<file path="config.mk">
export PLATFORM = sky130hd
export DESIGN_NAME = hrsw_mul
export DESIGN_NICKNAME = d
export VERILOG_FILES = /design/src/hrsw_pkg.sv /design/src/hrsw_mul.sv
export SDC_FILE = /design/constraint.sdc
export NUM_CORES = 2
export LEC_CHECK = 0
export BUFFER_PORTS_ARGS = -buffer_cell sky130_fd_sc_hd__buf_2
export CAP_MARGIN = 20
export CELL_PAD_IN_SITES_DETAIL_PLACEMENT = 0
export CELL_PAD_IN_SITES_GLOBAL_PLACEMENT = 1
export CORE_AREA = 2 2 264 266
export DETAILED_ROUTE_END_ITERATION = 16
export DIE_AREA = 0 0 266 268
export MAX_ROUTING_LAYER = met4
export PLACE_DENSITY_LB_ADDON = 0.08
export SYNTH_ARGS = -nofsm -noshare
export SYNTH_HDL_FRONTEND = slang
export SYNTH_SLANG_ARGS = --single-unit
</file>
<file path="constraint.sdc">
create_clock -name clk -period 11.66 [get_ports clk]
set_clock_uncertainty 0.15 [all_clocks]
set_input_delay 1.166 -clock clk [delete_from_list [all_inputs] [get_ports clk]]
set_output_delay 1.166 -clock clk [all_outputs]
set_load 0.02 [all_outputs]
</file>
<file path="src/hrsw_pkg.sv">
// Package: sequencer states, unit codes and fixed-point helpers for the restraint block.
`default_nettype none
package hrsw_pkg;

  localparam logic [47:0] MAX48 = 48'hFFFF_FFFF_FFFF;

  localparam logic [1:0] REG_LAMBDA = 2'd0;
  localparam logic [1:0] REG_RADIUS = 2'd1;
  localparam logic [1:0] REG_WALLK  = 2'd2;

  typedef enum logic [3:0] {
    S_IDLE,
    S_GMUL,
    S_GSQ,
    S_R2,
    S_RR,
    S_SQRT,
    S_WMUL,
    S_DIV,
    S_CMUL,
    S_DD,
    S_EMUL,
    S_FIN,
    S_GE,
    S_OUT
  } state_t;

  typedef enum logic [1:0] {
    RND16,
    RND17,
    RND32
  } rnd_t;

  typedef enum logic {
    SD_SQRT,
    SD_DIV
  } sd_mode_t;

  typedef struct packed {
    logic     start;
    sd_mode_t mode;
  } sd_req_t;

  // round half up by 2^16, 2^17 or 2^32, capped at 48 bits
  function automatic logic [47:0] rnd_cap(input logic [95:0] p, input rnd_t mode);
    logic [96:0] s;
    logic [96:0] q;
    case (mode)
      RND16: begin
        s = {1'b0, p} + (97'd1 << 15);
        q = s >> 16;
      end
      RND17: begin
        s = {1'b0, p} + (97'd1 << 16);
        q = s >> 17;
      end
      default: begin
        s = {1'b0, p} + (97'd1 << 31);
        q = s >> 32;
      end
    endcase
    return (|q[96:48]) ? MAX48 : q[47:0];
  endfunction

  function automatic logic [47:0] add48(input logic [47:0] a, input logic [47:0] b);
    logic [48:0] s;
    s = {1'b0, a} + {1'b0, b};
    return s[48] ? MAX48 : s[47:0];
  endfunction

  function automatic logic [31:0] sat32(input logic [51:0] v);
    logic in_range;
    in_range = (&v[51:31]) || !(|v[51:31]);
    if (in_range) begin
      return v[31:0];
    end
    return v[51] ? 32'h8000_0000 : 32'h7FFF_FFFF;
  endfunction

endpackage
`default_nettype wire

</file>
<file path="src/hrsw_mul.sv">
// Iterative 48x48 multiplier, one 48x16 partial product per cycle.
`default_nettype none
module hrsw_mul
  import hrsw_pkg::*;
(
  input  wire logic        clk,
  input  wire logic        rst,
  input  wire logic        start,
  input  wire logic [47:0] a,
  input  wire logic [47:0] b,
  output logic             done,
  output logic [95:0]      p
);

  logic [47:0] ar;
  logic [47:0] br;
  logic [95:0] acc;
  logic [1:0]  cnt;
  logic        busy;
  logic [63:0] pp;

  assign pp = 64'(ar) * 64'(br[47:32]);
  assign p  = acc;

  always_ff @(posedge clk) begin
    if (rst) begin
      busy <= 1'b0;
      done <= 1'b0;
      cnt  <= 2'd0;
    end else begin
      done <= 1'b0;
      if (start) begin
        ar   <= a;
        br   <= b;
        acc  <= '0;
        cnt  <= 2'd0;
        busy <= 1'b1;
      end else if (busy) begin
        acc <= (acc << 16) + 96'(pp);
        br  <= br << 16;
        cnt <= cnt + 2'd1;
        if (cnt == 2'd2) begin
          busy <= 1'b0;
          done <= 1'b1;
        end
      end
    end
  end

endmodule
`default_nettype wire

</file>
==> metrics.md <==
| Metric | Value |
|---|---|
| Run status | complete, no violations |
| Final setup margin | 3.56 ns |
| Req. time, crit path | 11.76 ns |
| PortBufs | 195 |
| Number of enable flip-flop cells after synthesis | ~190 |
| Register area share after synthesis | 17.3% |
| Max-slew violation count | 0 |
| Yosys warning count | 0 |
| Post-layout min period | 8.10 ns |
| Final-report setup violation count | 0 |
| Area growth syn-to-layout | 6.75% |
| DIE WIDTH | 266 microns |
| Die height | approximately 270 microns |
| Die footprint | between 70,000 and 80,000 sq um |
| Overall global routing resource usage | 30.9% |
| H-tree levels | 4 |
| Nets@finish | 4,654 |
| Layout cells sized above 1 | 8.40% |
| Setup WS pre-CTS | 3.63 ns |
| Drt drc | 0 |
| Worst-Skew Late Latency | ~0.50 ns |
| Placed inst area | 35,500 sq um |
| Critical Path Sink Type | flip-flop |
| I/O pin cnt | 196 |
| Routed len/inst | approximately 22 microns |
| RSZ-0062 raised after global routing | no |
| Post-route ant nets | 0 |
| Synth Net Count | 4,591 |
| Max frequency | 123 MHz |
| Startpoint types | flip-flop |
| Max Cap Viol | 0 |
| Core box area | just under 70,000 sq um |
| Mapped cell area | 33,900 sq um |
| Setup tns final | 0 ns |
| Vias in the first global route | ~27,000 |
| Most used DFF post-synth | edfxtp_1 |
| CTS Root Cell | clkbuf_16 |
| Post-synthesis cell type count | 80 |
| Post-synth ARST share | 0% |
| Slew HR | 27.3% |
| Part of the cycle the worst path needs | 69.5% |
| DRC marker count from the first detailed-route iteration | between 1,500 and 2,000 |
| Global route overflow | 0 |
| Worst-path maximum fanout | 42 |
| First-pass GRT wire length | 160,000 microns |
| Worst-path clk slew | 0.10 ns |
| PostCTS Resize Cnt | 0 |
| Starting density of the core | 49.7% |
| Hold Fails Final Rpt | 0 |
| Placer Congestion | 0.950 |
| Cell area after layout | around 36,000 sq um |
| Vias | 25,158 |
| Setup Buffers After CTS | 0 |
| CTS Hold Bufs | 0 |
| Pre-Repair DR Iteration Count | 5 |
| Clk buf depth | 2 |
| Initial antenna violation count | 10 |
| Cts bufs inserted | 17 |
| CTS tree | yes |
| Synthesized flop and latch total | 196 |
| Mean Syn Cell Area | between 9 and 10 sq um |
| CP arrival | approximately 8.2 ns |
| Mapped Cells | around 3,600 |
| Post-DP HPWL | around 77,000 microns |
| Total Wirelength | 102,000 microns |
| Via density per instance | 5.45 |
| Clk sinks | about 200 |
| Largest net degree at the start of global routing | 89 |
| WS Path Type | reg -> reg |
| Tightest Pin Transition | 1.09 ns |
| Row cnt | 96 |
| Worst Hold Class | reg -> reg |
Yosys cell counts (29+ instances only):
| cell type | count | area (sq um) |
|---|---|---|
| o21ai_0 | 42 | 210 |
| ha_1 | 153 | 1910 |
| edfxtp_1 | 192 | 5770 |
| a21o_1 | 37 | 278 |
| mux2_2 | 36 | 405 |
| nand4_1 | 29 | 181 |
| fa_1 | 690 | 13800 |
| inv_1 | 920 | 3450 |
| and2_1 | 276 | 1730 |
| a21oi_1 | 99 | 495 |
| xnor2_1 | 30 | 263 |
| nor2_1 | 109 | 409 |
| nand2_1 | 587 | 2200 |
| clkbuf_1 | 159 | 597 |
final timing paths:
check                      start             endpoint  slack [ns]  cells past startpoint
max             br[36]$_DFFE_PP_  p[87]$_SDFFCE_PP0P_        3.56                     22
min          cnt[1]$_SDFFE_PP0P_  cnt[1]$_SDFFE_PP0P_        0.37                      2
max reg2reg     br[36]$_DFFE_PP_  p[87]$_SDFFCE_PP0P_        3.56                     22
min reg2reg  cnt[1]$_SDFFE_PP0P_  cnt[1]$_SDFFE_PP0P_        0.37                      2
through the flow:
stage	instances	hold WS (ns)	utilization [%]
6_report	4613	0.367	53.0
5_1_grt	4612	0.386	53.0
4_1_cts	4606	0.360	53.0
3_5_place_dp	4574	0.345	52.0
3_3_place_gp	4574	0.335	52.0
2_1_floorplan	3649	0.312	-
routing by layer:
metal,track usage [%],share of wire (%)
met5,-,0
met4,11.7,4.0
met3,5.10,6.8
met2,50.8,49
met1,38.6,40
placed cells by master, fill, tap and decap left out, drive strengths merged, types with 26 or more instances in the layout:
master / synthesis / routed
a21o: 37 / 37
a21oi: 99 / 99
and2: 276 / 276
buf: 19 / 224
edfxtp: 192 / 192
fa: 690 / 690
ha: 153 / 153
inv: 920 / 928
mux2: 38 / 38
nand2: 587 / 587
nand3: 27 / 27
nand4: 29 / 29
nor2: 109 / 109
o21ai: 55 / 55
xnor2: 30 / 30
xor2: 26 / 26
flip-flops by register name, summed over array words and instances, names as in the netlist:
signal,flops
cnt,2
ar,48
br,48
busy,1
done,1
p,96
cell families after synthesis:
group                    after synthesis  share of synthesized area, %
flip-flops                           196                          17.3
adder cells (fa/ha/maj)              843                          46.4
XOR/XNOR                              56                          1.45
AND/OR/NAND/NOR                     1124                          15.7
AO/OA/AOI/OAI                        290                          5.53
buffers and inverters               1100                          12.3
multiplexers                          40                          1.32
critical path: stages (launching register included):
cell and delay [ns]:
edfxtp_1 0.51, buf_4 0.61, and2_1 0.26, fa_1 0.40, inv_1 0.08, fa_1 0.44, fa_1 0.51, inv_1 0.05
fa_1 0.52, fa_1 0.51, inv_1 0.05, fa_1 0.47, inv_1 0.04, ha_1 0.45, nand2_1 0.20, nor4_2 0.36
a22oi_1 0.17, a32oi_1 0.35, a31oi_1 0.35, nor4b_2 0.56, nor2_1 0.14, o21ai_0 0.24, mux2_2 0.36
final cells by class:
cell class / instances / area (sq um)
Timing Repair Buffer: 224 / 1210
Tap cell: 882 / 1100
Clock buffer: 17 / 425
Fill cell: 6451 / 32100
Clock inverter: 15 / 229
Multi-Input combinational cell: 2353 / 23900
Inverter: 920 / 3450
Sequential cell: 196 / 5850
Antenna cell: 6 / 15.0
Power is not shown: default switching activity piles up to over one toggle a cycle in this logic, so the estimate is an artifact.
