--- config.mk ---
export PLATFORM = sky130hd
export DESIGN_NAME = hrsw_sqdiv
export DESIGN_NICKNAME = d
export VERILOG_FILES = /design/src/hrsw_pkg.sv /design/src/hrsw_sqdiv.sv
export SDC_FILE = /design/constraint.sdc
export NUM_CORES = 1
export LEC_CHECK = 0
export BUFFER_PORTS_ARGS = -buffer_cell sky130_fd_sc_hd__buf_2
export CORE_MARGIN = 8
export CORE_UTILIZATION = 55
export DETAILED_ROUTE_END_ITERATION = 7
export PLACE_DENSITY_LB_ADDON = 0.2
export SYNTH_ARGS = -nofsm -noshare
export SYNTH_HDL_FRONTEND = slang
export SYNTH_SLANG_ARGS = --single-unit
--- constraint.sdc ---
create_clock -name clk -period 11.74 [get_ports clk]
set_input_delay 2.348 -clock clk [delete_from_list [all_inputs] [get_ports clk]]
set_output_delay 2.348 -clock clk [all_outputs]
set_load 0.05 [all_outputs]
--- src/hrsw_pkg.sv ---
// Package: sequencer states, unit codes and fixed-point helpers for the restraint block.
`default_nettype none
package hrsw_pkg;

  localparam logic [47:0] MAX48 = 48'hFFFF_FFFF_FFFF;

  localparam logic [1:0] REG_LAMBDA = 2'd0;
  localparam logic [1:0] REG_RADIUS = 2'd1;
  localparam logic [1:0] REG_WALLK  = 2'd2;

  typedef enum logic [3:0] {
    S_IDLE,
    S_GMUL,
    S_GSQ,
    S_R2,
    S_RR,
    S_SQRT,
    S_WMUL,
    S_DIV,
    S_CMUL,
    S_DD,
    S_EMUL,
    S_FIN,
    S_GE,
    S_OUT
  } state_t;

  typedef enum logic [1:0] {
    RND16,
    RND17,
    RND32
  } rnd_t;

  typedef enum logic {
    SD_SQRT,
    SD_DIV
  } sd_mode_t;

  typedef struct packed {
    logic     start;
    sd_mode_t mode;
  } sd_req_t;

  // round half up by 2^16, 2^17 or 2^32, capped at 48 bits
  function automatic logic [47:0] rnd_cap(input logic [95:0] p, input rnd_t mode);
    logic [96:0] s;
    logic [96:0] q;
    case (mode)
      RND16: begin
        s = {1'b0, p} + (97'd1 << 15);
        q = s >> 16;
      end
      RND17: begin
        s = {1'b0, p} + (97'd1 << 16);
        q = s >> 17;
      end
      default: begin
        s = {1'b0, p} + (97'd1 << 31);
        q = s >> 32;
      end
    endcase
    return (|q[96:48]) ? MAX48 : q[47:0];
  endfunction

  function automatic logic [47:0] add48(input logic [47:0] a, input logic [47:0] b);
    logic [48:0] s;
    s = {1'b0, a} + {1'b0, b};
    return s[48] ? MAX48 : s[47:0];
  endfunction

  function automatic logic [31:0] sat32(input logic [51:0] v);
    logic in_range;
    in_range = (&v[51:31]) || !(|v[51:31]);
    if (in_range) begin
      return v[31:0];
    end
    return v[51] ? 32'h8000_0000 : 32'h7FFF_FFFF;
  endfunction

endpackage
`default_nettype wire

--- src/hrsw_sqdiv.sv ---
// Shared subtract unit: digit-by-digit square root and restoring divide, one bit a cycle.
`default_nettype none
module hrsw_sqdiv
  import hrsw_pkg::*;
(
  input  wire logic        clk,
  input  wire logic        rst,
  input  wire sd_req_t     req,
  input  wire logic [63:0] opa,
  input  wire logic [31:0] opb,
  output logic             done,
  output logic [32:0]      res
);

  logic [34:0] rem;
  logic [32:0] qr;
  logic [63:0] rad;
  logic [31:0] divr;
  logic [5:0]  cnt;
  logic        busy;
  sd_mode_t    mode;
  logic [34:0] a_in;
  logic [34:0] b_in;
  logic [35:0] diff;
  logic        ge;
  logic        last_step;

  always_comb begin
    if (mode == SD_SQRT) begin
      a_in = {rem[32:0], rad[63:62]};
      b_in = {1'b0, qr[31:0], 2'b01};
    end else begin
      a_in = (cnt == 6'd0) ? {3'b0, rad[31:0]} : {rem[33:0], 1'b0};
      b_in = {3'b0, divr};
    end
    diff      = {1'b0, a_in} - {1'b0, b_in};
    ge        = !diff[35];
    last_step = (mode == SD_SQRT) ? (cnt == 6'd31) : (cnt == 6'd32);
  end

  assign res = qr;

  always_ff @(posedge clk) begin
    if (rst) begin
      busy <= 1'b0;
      done <= 1'b0;
      cnt  <= 6'd0;
    end else begin
      done <= 1'b0;
      if (req.start) begin
        mode <= req.mode;
        rem  <= '0;
        qr   <= '0;
        rad  <= opa;
        divr <= opb;
        cnt  <= 6'd0;
        busy <= 1'b1;
      end else if (busy) begin
        rem <= ge ? diff[34:0] : a_in;
        qr  <= {qr[31:0], ge};
        rad <= rad << 2;
        cnt <= cnt + 6'd1;
        if (last_step) begin
          busy <= 1'b0;
          done <= 1'b1;
        end
      end
    end
  end

endmodule
`default_nettype wire

==> results of run 1 <==
routing by layer:
metal,GRT usage (%),up-vias,wire length [µm]
li1,-,3282,-
met1,24.9,3112,9660
met2,31.8,150,9820
met3,3.43,17,867
met4,5.56,0,261
met5,0,-,0
registers in the layout (all words and copies together) (netlist names):
register and count:
rem 34, cnt 6, mode 1, busy 1, done 1, res 33
divr 32, rad 64
layout make-up:
type                       instances  area share (%)
sequential                       172            46.1
clock inverter                    15            1.27
timing repair buffer             139            6.47
multi-input combinational        590            39.3
inverter                          13           0.443
clock buffer                      17            3.86
tap                              225            2.55
per-stage QoR:
| step | setup WS [ps] | cell area [µm²] | hold slack (ps) |
|---|---|---|---|
| after floorplan | 2420 | 9650 | 495 |
| after global placement | 6550 | 10500 | 519 |
| after CTS | 6370 | 11000 | 548 |
| final | 6370 | 11000 | 546 |
| after global routing | 5970 | 11000 | 563 |
| after detailed placement | 6420 | 10500 | 537 |
cell usage in the layout, fill, tap and decap left out, drive strengths merged, types with 22 or more instances in the layout:
cell,instances
buf,139
edfxtp,164
nor2,81
a21oi,81
mux2i,81
nand2,43
mux2,62
ha,36
nand3,22
nor2b,36
power by group:
group          internal (mW)  switching (mW)  leakage, nW
clock network          0.295           0.249        0.269
logic                  0.189           0.271         2.38
registers              0.735          0.0230         1.64
worst register-to-register path: stages, from the launching register on:
cell	delay, ps
dfxtp_1	450
inv_1	80
ha_1	190
nand3b_1	900
buf_4	470
mux2i_1	220
a21oi_1	100
ha_1	450
a21o_1	230
a21o_1	170
a21oi_1	160
o21ai_0	150
a21oi_2	660
nand2_4	490
mux2i_1	300
nor2_1	70
path summary, 6_finish.rpt:
kind              slack (ps)      end  startpoint  cells past startpoint
setup / recovery        6370  rem[24]      cnt[0]                     15
hold / removal           550  rad[42]     rad[40]                      1
setup reg to reg        6370  rem[24]      cnt[0]                     15
hold reg to reg          550  rad[42]     rad[40]                      1
logic make-up (layout without fill, tap and decap cells):
logic type / count (synthesis) / in the layout / synth area share [%]
and+or+nand+nor: 219 / 219 / 10.9
DFF: 172 / 172 / 52.7
AOI/OAI and AO/OA: 156 / 156 / 10.1
muxes: 143 / 143 / 15.6
buffers and inverters: 59 / 184 / 2.61
adders and majority gates: 37 / 37 / 4.87
xor gates and xnor gates: 35 / 35 / 3.18
==> results.toml, run 1 <==
[logic_synthesis]
yosysSeqAreaShare_pct = 52.7
synth_edf_count = 164
synth.most_common_cell = "edfxtp_1"
synth_area_leaders = "edfxtp_1 51%, mux2i_1 8.4%, mux2_2 7.2%, ha_1 4.7%, a21oi_1 4.1%"
yosysTopAreaCellShare_pct = 51.0
yosysWarnings = 0
syn-num-nets = 958
synth_seq_cells = 172
postSynth.asyncResetShare_pct = 0
syn-instance-count = 821
yosysTopAreaCell = "edfxtp_1"
ys.flop_type = "edfxtp_1"
post_synth.cell_area_avg_um2 = 11.8
ys_top_cells_by_count = "164 x edfxtp_1, 81 x mux2i_1, 81 x nor2_1"
synth_area_um2 = 9650
synthDistinctLibCells = 57

[timing]
skew_ps = 14.2
rsz0062_at_grt = "no"
final-setup-viol-count = 0
worstMarginPinSlew_ps = 1230
hold_viol_final = 0
fmax_mhz = 186
drv_slew = 0
finalCritPeriodShare_pct = 45.8
finalCriticalPeriod_ps = 5370
fin_setup_tns_ps = 0
maxSlewHeadroom_pct = 17.5

[floorplanning]
core_area_um2 = 17200
initial_core_util_pct = 56.0
die_w_um = 148
pin_count = 134
row_count = 48
die-area_um2 = 22000
die_h_um = 148

[global_route]
grt_util_all_layers_pct = 19.1
grt_pass1_wl_um = 33800
grt-ovfl-total = 0
antenna_found_initial = 0
grt_max_degree = 76
grt_pass1_vias = 6707

[drt]
dr_total_vias = 6561
drc = 0
totalWireLength_um = 20600
drtIter0Drc = 448
post_drt_wl_per_cell_um = 17.6
dr.pass1.iters = 5
routed_via_density = 5.60
ant_nets = 0

[final_layout]
n_antenna_cell = 0
seqCellArea_um2 = 5080
multiInputGateArea_um2 = 4330
fin_cells = 1171
nets = 1070
area_growth_pct = 14.2
fill_cells = 1367
fin_util_pct = 64.0
drive_gt1_share_pct = 26.4

[placed_design]
hpwl_um = 14300
dp.cells = 1139
port_buffers = 133
gp_congestion = 0.874

[flow_run]
cap_violations = 0

[clocking]
cts_sinks = 172
cts_made_buffers = 17
clock_path_buffers = 2
cts_tree = "done"
h-tree-depth = 4
post-cts-setup-buffer-count = 0
root_buffer = "clkbuf_16"
clk_pin_slew_ps = 70
clk_latency_ps = 430
postCtsHoldBufs = 0
cts_resized = 0

[worst_setup_path]
crit_arrival_ps = 5520
required_ps = 11890
crit_path_start_kind = "flip-flop"
endpoint_kind = "flip-flop"
critPathMaxStageDelay_ps = 900
critical-path-slowest-cell = "nand3b_1"
critPathKind = "flip-flop to flip-flop"
cp.buffers_inverters = 2
crit_family = "compound AO/OA/AOI/OAI gates"
cp_cell_sequence = "inv_1, ha_1, nand3b_1, buf_4, mux2i_1, a21oi_1, ha_1, a21o_1, a21o_1, a21oi_1, o21ai_0, a21oi_2, nand2_4, mux2i_1, nor2_1"
crit_fanout = 37

[worst_hold_path]
hold_class = "flip-flop to flip-flop"

[power]
fin_total_pwr_mw = 1.76
vdd_drop_max_mv = 0.114
power_density_nw_per_um2 = 160
p_leak_nw = 4.29

[outcome]
status = "finished, final reports clean"
Note: power is estimated with default switching activity, not from simulation.
==> inputs of run 2 (changes only) <==
Clock period 11.74 ns to 5.2 ns, I/O delays scaled along.
==> run 2 against run 1 <==
Compared with the run above:
- register-to-register slack worse by 5200 ps
- cell count grew 0.34%
- routed wire length hardly changed
- worst hold slack better by 1.4 ps
- cell area is 0.60% higher
- clock skew down 3.9 ps
- power rose by 130%
- clock-buffer cell count grew 2
- sequential share of layout area is 0.28 points lower
- global-route usage increased by 0.25 points
- sequential power rose by 130%
- utilization up 0.38 points
- critical path type unchanged
- largest power group unchanged
==> results.toml, run 2 (synthesis gave the netlist of run 1 again) <==
[drt]
dr_total_vias = 6636
dr.pass1.iters = 5
drc = 0
drtIter0Drc = 434
post_drt_wl_per_cell_um = 17.5
ant_nets = 0
routed_via_density = 5.65
totalWireLength_um = 20600

[clocking]
clk_pin_slew_ps = 70
cts_sinks = 172
post-cts-setup-buffer-count = 0
cts_tree = "done"
root_buffer = "clkbuf_16"
clk_latency_ps = 430
clock_path_buffers = 2
cts_made_buffers = 17
postCtsHoldBufs = 0
cts_resized = 0
h-tree-depth = 4

[worst_hold_path]
min_from = "rad[32]"
hold_class = "flip-flop to flip-flop"
hold_depth = 1
holdPathEnd = "rad[34]"

[final_layout]
n_antenna_cell = 0
regMostFlops = "rad"
final_common_cell = "edfxtp_1"
largest_reg_flops = 64
final_cell_mix = "164 x edfxtp_1, 132 x buf_2, 81 x mux2i_1, 80 x a21oi_1, 79 x nor2_1"
area_growth_pct = 14.9
nets = 1075
drive_gt1_share_pct = 26.6
design_area_um2 = 11100

[worst_setup_path]
cp_cell_sequence = "inv_1, ha_1, nand3b_1, buf_4, mux2i_1, a21oi_1, ha_1, o211ai_1, a21o_1, a211oi_2, nor4_2, o21ai_2, nand3_2, nand2_4, mux2i_1, nor2_1"
cp.buffers_inverters = 2
critPathMaxStageDelay_ps = 450
ff2ff_path_depth = 16
rrSetupSlack_ps = 1120
r2r_end = "rem[15]"
crit_arrival_ps = 4230
crit_fanout = 37
required_ps = 5350
critical-path-slowest-cell = "dfxtp_1"
crit_path_start_kind = "flip-flop"
crit_family = "compound AO/OA/AOI/OAI gates"
critPathKind = "flip-flop to flip-flop"
rr_startpoint = "cnt[0]"
endpoint_kind = "flip-flop"

[timing]
final-setup-viol-count = 0
finalCritPeriodShare_pct = 78.5
finalCriticalPeriod_ps = 4080
fin_setup_tns_ps = 0
hold_viol_final = 0
maxSlewHeadroom_pct = 26.9
rsz0062_at_grt = "no"
drv_slew = 0
fmax_mhz = 245
whs_ps = 547
skew_ps = 10.3
worstMarginPinSlew_ps = 1090

[global_route]
grt_max_degree = 72
grt-ovfl-total = 0
grt_pass1_vias = 6767
grt_util_all_layers_pct = 19.3
antenna_found_initial = 0
grt_pass1_wl_um = 34300

[floorplanning]
die_h_um = 148
core_area_um2 = 17200
pin_count = 134
row_count = 48
die-area_um2 = 22000
initial_core_util_pct = 56.0
die_w_um = 148

[power]
p_leak_nw = 4.33
clock_power_share_pct = 31.5
power_frac_seq_pct = 42.5
power_frac_comb_pct = 25.9
switchingPower_mw = 1.18
power_density_nw_per_um2 = 363
swShare_pct = 29.4
p_int_mw = 2.84
vdd_drop_max_mv = 0.265

[placed_design]
gp_congestion = 0.822
hpwl_um = 14600
placed_area_um2 = 10500
port_buffers = 133

[flow_run]
cap_violations = 0

[outcome]
status = "finished, final reports clean"
-- run 2: cell count changes in the layout (fill, tap and decap cells not counted), sizes merged --
cell	previous run	this run
inv	17	13
clkbuf	17	19
bufinv	1	3
clkinv	7	6
buf	139	144
-- run 2: layout make-up --
| class | instances | area (µm²) |
|---|---|---|
| clock inverters | 12 | 149 |
| repair buffers | 144 | 763 |
| fillers | 1359 | 6140 |
| well taps | 225 | 282 |
| flip-flops and latches | 172 | 5080 |
| clock buffers | 19 | 433 |
| multi-input cells | 590 | 4330 |
| inverters | 13 | 48.8 |
-- run 2: layer usage --
layer / up-vias / routed length (µm) / track usage, % / part of all wire (%)
met4: 0 / 212 / 5.61 / 1.0
met2: 141 / 10000 / 31.5 / 49
met1: 3210 / 9530 / 25.9 / 46
met3: 15 / 845 / 3.40 / 4.1
li1: 3270 / - / - / -
met5: - / 0 / 0 / 0
-- run 2: worst max-delay path by stage --
stage                start  endpoint  cells past startpoint
floorplan           req[1]    rad[0]                      5
global placement    cnt[0]   rem[20]                     16
detailed placement  cnt[0]   rem[20]                     16
CTS                 cnt[0]   rem[20]                     16
global route        cnt[0]   rem[20]                     16
finish              cnt[0]   rem[15]                     16
-- run 2: through the flow --
| stage | setup WS [ps] | cells | util (%) | power [mW] |
|---|---|---|---|---|
| after floorplan | 862 | 821 | - | 2.56 |
| after global placement | 1170 | 1144 | 61.0 | 2.77 |
| after global routing | 741 | 1175 | 64.4 | 4.22 |
| final | 1120 | 1175 | 64.4 | 4.02 |
| after CTS | 1100 | 1175 | 64.4 | 4.05 |
| after detailed placement | 1130 | 1144 | 61.0 | 2.78 |
-- run 2: power by group through the flow --
| stage | clock, mW | combinational [mW] | sequential (mW) |
|---|---|---|---|
| 6_report | 1.27 | 1.04 | 1.71 |
| 5_1_grt | 1.34 | 1.16 | 1.72 |
| 3_5_place_dp | 0 | 1.04 | 1.74 |
| 4_1_cts | 1.29 | 1.05 | 1.71 |
| 3_3_place_gp | 0 | 1.03 | 1.74 |
| 2_1_floorplan | 0 | 0.779 | 1.78 |
==> inputs of run 3 (changes only) <==
Clock period 5.2 ns to 3.8 ns, I/O delays scaled along.
==> run 3 against run 2 <==
Compared with the run above:
- die area did not move
- critical path type unchanged
- sequential power rose by 37%
- non-clock buffer count grew 21
- worst hold slack got worse by 47 ps
- first-iteration DRC count increased by 11%
- critical path depth is the same
- register-to-register slack lost 910 ps
- power grew 43%
==> results.toml, run 3 (synthesis gave the netlist of run 1 again) <==
[worst_setup_path]
crit_path_start_kind = "flip-flop"
required_ps = 3970
ff2ff_path_depth = 16
rr_startpoint = "cnt[2]"
r2r_end = "rem[26]"
critPathKind = "flip-flop to flip-flop"
crit_fanout = 8
rrSetupSlack_ps = 210
crit_arrival_ps = 3760
endpoint_kind = "flip-flop"

[worst_hold_path]
hold_class = "primary input to flip-flop"
holdPathEnd = "divr[21]"
min_from = "opb[21]"
hold_depth = 1

[timing]
maxSlewHeadroom_pct = 67.1
skew_ps = 8.47
final-setup-viol-count = 0
fmax_mhz = 279
finalCritPeriodShare_pct = 94.4
worstMarginPinSlew_ps = 494
fin_setup_tns_ps = 0
whs_ps = 501
hold_viol_final = 0
finalCriticalPeriod_ps = 3590
drv_slew = 0

[power]
swShare_pct = 30.1
fin_total_pwr_mw = 5.74
clock_power_share_pct = 32.1
p_int_mw = 4.01
power_frac_comb_pct = 27.1
power_density_nw_per_um2 = 499
vdd_drop_max_mv = 0.346
switchingPower_mw = 1.73
power_frac_seq_pct = 40.8
p_leak_nw = 4.52

[placed_design]
port_buffers = 133
hpwl_um = 14800
gp_congestion = 0.898
placed_area_um2 = 10700

[final_layout]
largest_reg_flops = 64
area_growth_pct = 19.0
design_area_um2 = 11500
final_cell_mix = "164 x edfxtp_1, 132 x buf_2, 81 x mux2i_1, 79 x nor2_1, 76 x a21oi_1"
regMostFlops = "rad"
n_antenna_cell = 0
fin_util_pct = 66.6
final_common_cell = "edfxtp_1"
drive_gt1_share_pct = 29.9
nets = 1096

[drt]
dr_total_vias = 6744
drc = 0
drtIter0Drc = 480
totalWireLength_um = 21200
ant_nets = 0
routed_via_density = 5.63
dr.pass1.iters = 5
post_drt_wl_per_cell_um = 17.7

[global_route]
grt_max_degree = 71
grt-ovfl-total = 0
grt_pass1_vias = 6920
grt_pass1_wl_um = 34300
antenna_found_initial = 0
grt_util_all_layers_pct = 19.5

[clocking]
clk_latency_ps = 430
h-tree-depth = 4
cts_sinks = 172
clk_pin_slew_ps = 70
cts_made_buffers = 17
cts_tree = "done"
clock_path_buffers = 2
root_buffer = "clkbuf_16"
postCtsHoldBufs = 0

[floorplanning]
pin_count = 134
core_area_um2 = 17200
die_h_um = 148
initial_core_util_pct = 56.0
die-area_um2 = 22000
die_w_um = 148
row_count = 48

[flow_run]
cap_violations = 0

[outcome]
status = "finished, final reports clean"
run 3: changes by cell type in the layout (fill, tap and decap cells not counted), moves of 2 or more:
cell        previous run  this run
inv_8                  0         2
a21oi_2                1         5
ha_2                   0         2
buf_4                 11        22
ha_1                  36        34
inv_6                  0         4
a21oi_1               80        76
clkbuf_1               2         0
buf_12                 1         9
clkinvlp_4             3         1
run 3: worst max path at each step:
| stage | slack [ps] | endpoint | start |
|---|---|---|---|
| finish | 210 | rem[26] | cnt[2] |
| global route | -20 | rem[32] | cnt[0] |
| CTS | 50 | rem[26] | cnt[2] |
| detailed placement | 10 | rem[26] | cnt[2] |
| global placement | 70 | rem[26] | cnt[2] |
| floorplan | 60 | rad[0] | req[1] |
run 3: critical path, cell delays in order, from the launching register on:
cell and delay [ps]:
dfxtp_1 360, nor3_2 230, nand3b_1 100, buf_4 180, buf_12 150, mux2i_1 120, a21oi_1 250, ha_1 290
a211oi_1 230, o211a_1 240, nor2b_1 200, a21o_1 210, o31ai_4 100, a21o_1 180, a21oi_1 210, xor2_1 210
a211oi_2 90
run 3: cell type report:
cell class | count | area, µm²
Fill cell | 1322 | 5750
Sequential cell | 172 | 5080
Multi-Input combinational cell | 590 | 4410
Timing Repair Buffer | 165 | 1040
Clock buffer | 18 | 439
Tap cell | 225 | 282
Clock inverter | 14 | 183
Inverter | 13 | 48.8
run 3: power groups by stage:
stage | clock [mW] | combinational, mW | sequential, mW
after detailed placement | 0 | 1.49 | 2.38
after floorplan | 0 | 1.07 | 2.43
after CTS | 1.88 | 1.52 | 2.34
final | 1.84 | 1.55 | 2.34
after global routing | 1.94 | 1.71 | 2.35
after global placement | 0 | 1.48 | 2.38
run 3: through the flow:
step	worst slack, ps	instances
2_1_floorplan	61.2	821
3_3_place_gp	67.5	1163
3_5_place_dp	11.3	1163
4_1_cts	45.4	1195
5_1_grt	-21.0	1197
6_report	211	1197
run 3: per-layer routing:
metal  vias to the layer above  share of wire, %  routed length (µm)  track usage [%]
li1                       3311                 -                   -                -
met1                      3260                46                9820             25.4
met2                       152                48               10200             31.9
met3                        21               4.3                 900             4.19
met4                         0               1.3                 280             5.76
met5                         -                 0                   0                0
run 3: timing repair:
| action | in CTS | in global routing |
|---|---|---|
| resized for setup | 1 | 20 |
| endpoints found under the setup margin | 1 | 35 |
| cloned | 0 | 1 |
| pin swaps | 0 | 4 |
| setup buffers | 0 | 1 |
